### config.mk
export PLATFORM = sky130hd
export DESIGN_NAME = srrt_cmp
export DESIGN_NICKNAME = d
export VERILOG_FILES = /design/src/design/srrt_pkg.sv /design/src/design/srrt_cmp.sv
export SDC_FILE = /design/constraint.sdc
export NUM_CORES = 1
export LEC_CHECK = 0
export ABC_AREA = 0
export BUFFER_PORTS_ARGS = -buffer_cell sky130_fd_sc_hd__buf_2
export CORE_ASPECT_RATIO = 0.75
export CORE_MARGIN = 2
export CORE_UTILIZATION = 30
export DETAILED_ROUTE_END_ITERATION = 10
export GPL_ROUTABILITY_DRIVEN = 0
export PLACE_DENSITY = 0.63
export SLEW_MARGIN = 20
export SYNTH_ARGS = -nofsm -noshare
export SYNTH_HDL_FRONTEND = slang
export SYNTH_SLANG_ARGS = --single-unit
### constraint.sdc
create_clock -name vclk -period 2.75
set_input_delay 0.275 -clock vclk [all_inputs]
set_output_delay 0.275 -clock vclk [all_outputs]
set_load 0.01 [all_outputs]
### src/design/srrt_pkg.sv
`timescale 1ns / 1ps
package srrt_pkg;
   localparam int NAME_COUNT = 256;
   localparam int NAME_BITS = 8;
   localparam int RANGES = 8;
   localparam int RANGE_BITS = 3;
   localparam int KEY_BITS = 32;
   localparam int TOPIC_BITS = 16;
   localparam int DIRECT_DEPTH = 2 * NAME_COUNT;
   localparam int DIRECT_ABITS = 9;
   localparam int SLOT_DEPTH = 3 * NAME_COUNT;
   localparam int SLOT_ABITS = 10;
   localparam int RANGE_DEPTH = SLOT_DEPTH * RANGES;
   localparam int RANGE_ABITS = SLOT_ABITS + RANGE_BITS;

   localparam logic [1:0] FUNC_SET_DIRECT = 2'd0;
   localparam logic [1:0] FUNC_SET_WHOLE = 2'd1;
   localparam logic [1:0] FUNC_ADD_RANGE = 2'd2;
   localparam logic [1:0] FUNC_LOOKUP = 2'd3;

   localparam logic [2:0] KIND_ANY = 3'd5;
   localparam logic [2:0] KIND_CROSS = 3'd6;

   localparam logic [2:0] ST_OK = 3'd0;
   localparam logic [2:0] ST_DUP = 3'd1;
   localparam logic [2:0] ST_UNKNOWN = 3'd2;
   localparam logic [2:0] ST_FULL = 3'd3;
   localparam logic [2:0] ST_CROSS = 3'd4;
   localparam logic [2:0] ST_BAD = 3'd5;

   localparam int REQ_BITS = 2 + 3 + 1 + 8 + 16 + 32;
   localparam int REQ_BYTES_BITS = 64;

   // last member sits in the lowest bits: func at [1:0]
   typedef struct packed {
      logic [31:0] key;
      logic [15:0] topic_in;
      logic [7:0] name_index;
      logic by_key;
      logic [2:0] table_kind;
      logic [1:0] func;
   } req_type;

   // one-element key compare from the shared comparator
   typedef struct packed {
      logic lt;
      logic eq;
   } cmp_type;
endpackage

### src/design/srrt_cmp.sv
`timescale 1ns / 1ps
module srrt_cmp (
   input  logic [srrt_pkg::KEY_BITS-1:0] a,
   input  logic [srrt_pkg::KEY_BITS-1:0] b,
   output srrt_pkg::cmp_type             res
);
   import srrt_pkg::*;
   // the single shared key comparator
   assign res.lt = a < b;
   assign res.eq = a == b;
endmodule

==> out/results.tsv <==
stage	metric	value	unit
power	Leak	0.770	nW
grt	first-pass GRT wire length	3510	um
cells_and_area	final core occ	0.458	
logic_synthesis	Yosys warnings	0	
sta	post-layout min period	2.47	ns
worst_setup_path	critical setup path kind	in2out	
detailed_routing	First DRT Iteration DRCs	13	
cells_and_area	share of layout cells above drive strength 1	0.376	
power	Switching Share	0.456	
sta	Slew headroom	0.788	
worst_setup_path	Top cell by count, worst path	buf_2	
place	DP HPWL	1920	um
place	Area after DPL	1180	um2
worst_setup_path	CP Data Required Time	2.48	ns
cells_and_area	Fill cells	273	
detailed_routing	Routed wire per std cell	9.18	um
sta	RSZ-0062 raised after global routing	no	
power	clock network fraction of total power	0	
worst_setup_path	Slowest-stage cell, CP	or4b_1	
power	sequential share of power	0	
clock_tree	# resized after CTS	0	
cells_and_area	NumNets Final	279	
logic_synthesis	Syn Nets	211	
worst_setup_path	CP delay by family, top	compound AO/OA/AOI/OAI gates	
detailed_routing	DRC Markers	0	
power	Cell Int Power	0.0781	mW
detailed_routing	overall routed net length	1990	um
logic_synthesis	top cells by instance count after synthesis	ha_1 (32), inv_1 (32), a21oi_1 (11)	
worst_setup_path	Worst EP arrival	2.19	ns
detailed_routing	via count	968	
clock_tree	Post-CTS Hold Buffers	0	
worst_setup_path	Crit. End Element	primary output	
worst_setup_path	WP buf/inv	2	
grt	initial antenna violation count	0	
power	Power, Total	0.143	mW
grt	pin count of the biggest net entering global routing	4	
flow_run	max_cap viols	0	
logic_synthesis	Syn Area/Cell	7.03	um2
floorplanning	initial core utilization	0.313	
worst_setup_path	CP Max Fanout	2	
clock_tree	Post-CTS Setup Bufs	0	
floorplanning	Die Ht	49.0	um
sta	Final Setup Violations	0	
floorplanning	Rows	16	
cells_and_area	Ant. Diodes	0	
floorplanning	Die Width	63.9	um
cells_and_area	clkbuf count	0	
detailed_routing	DRT Pass-1 Iters	6	
sta	Final Hold Viols	0	
floorplanning	die area	3130	um2
cells_and_area	register area	0	um2
sta	final setup TNS	0	ns
floorplanning	core area	2580	um2
cells_and_area	seq_cells	0	
logic_synthesis	top cells by area, synth	ha_1 (50%), inv_1 (15%), a21oi_1 (6.8%)	
logic_synthesis	sequential-to-total area share from yosys stat	0	
sta	Slew @ Worst Pin	0.315	ns
detailed_routing	vias per inst	4.46	
power	Max rail drop VDD	0.0467	mV
power	Psw	0.0654	mW
grt	vias in the first global route	986	
detailed_routing	remaining antenna violation count	0	
power	Comb pwr share	1.000	
worst_setup_path	crit-path cells	buf_2 > ha_1 > a21oi_1 > nor2_1 > a211o_1 > or4b_1 > a2111oi_2 > buf_2	
cells_and_area	final instance area	1180	um2
worst_setup_path	Startpoint Class	input pin	
worst_setup_path	critical path's largest stage delay	0.53	ns
sta	maximum clock frequency	405	MHz
grt	total grt overflow	0	
place	# port buffers	66	
power	PwrDens	121	nW/um2
sta	period utilization	0.898	
logic_synthesis	Synth top area share	0.495	
logic_synthesis	Yosys cell types	22	
logic_synthesis	Post-Syn Area	808	um2
status	status	finished clean	
hold_path	worst hold path class	in2out	
logic_synthesis	Mapped Cells	115	
floorplanning	I/O pins	66	
grt	global router's overall resource usage	0.129	
logic_synthesis	Yosys top cell by area	ha_1	
cells_and_area	area grow syn2layout	46.4	%
sta	Pins Over Slew Limit	0	
==> tightest hold or removal path: stages <==
cell and delay, ns:
buf_2 0.08, ha_1 0.15, a2111oi_2 0.04, buf_2 0.13
==> cell families (layout without fill, tap and decap cells) <==
kind of cell | count (synthesis) | count (layout) | share of synthesized area
AO/OA/AOI/OAI | 22 | 22 | 0.170
adder cells (fa/ha/maj) | 32 | 32 | 0.495
buffers and inverters | 32 | 98 | 0.149
AND/OR/NAND/NOR | 29 | 29 | 0.186
==> cells in the final DEF, fill, tap and decap left out, drive strengths merged, types with 2 or more instances in the layout <==
cell type	instances
inv	32
o21ai	4
a21oi	11
nor2b	2
and4	2
nand4	4
ha	32
nand3	2
nand2	10
buf	66
nor2	6
==> metrics by stage <==
| step | setup slack [ns] | hold WS (ns) | cells |
|---|---|---|---|
| 2_1_floorplan | 0.523 | 0.737 | 115 |
| 3_3_place_gp | 0.312 | 0.956 | 217 |
| 3_5_place_dp | 0.269 | 0.967 | 217 |
| 4_1_cts | 0.257 | 0.963 | 217 |
| 5_1_grt | 0.162 | 0.995 | 217 |
| 6_report | 0.280 | 0.957 | 217 |
==> cell type report <==
cell class,count,area (um2),share of cell area
Multi-Input combinational cell,83,688,0.581
Inverter,32,120,0.101
Timing Repair Buffer,66,330,0.279
Tap cell,36,45.0,0.0381
==> path summary, 6_finish.rpt <==
check | end | slack (ns) | startpoint | cells past startpoint
worst min-delay path | res[1] | 0.96 | a[31] | 4
worst max-delay path | res[1] | 0.28 | a[13] | 8
==> routing by layer <==
metal | up-vias | part of all wire | GRT usage
li1 | 525 | - | -
met1 | 404 | 0.42 | 0.140
met2 | 39 | 0.50 | 0.280
met3 | 0 | 0.080 | 0.00693
met4 | 0 | 0 | 0
met5 | - | 0 | 0
==> power groups by stage <==
stage          Clock [mW]  Combinational (mW)  Sequential, mW
2_1_floorplan           0              0.0799               0
3_3_place_gp            0               0.139               0
3_5_place_dp            0               0.145               0
4_1_cts                 0               0.146               0
5_1_grt                 0               0.170               0
6_report                0               0.143               0
(Power assumes the default switching activity.)
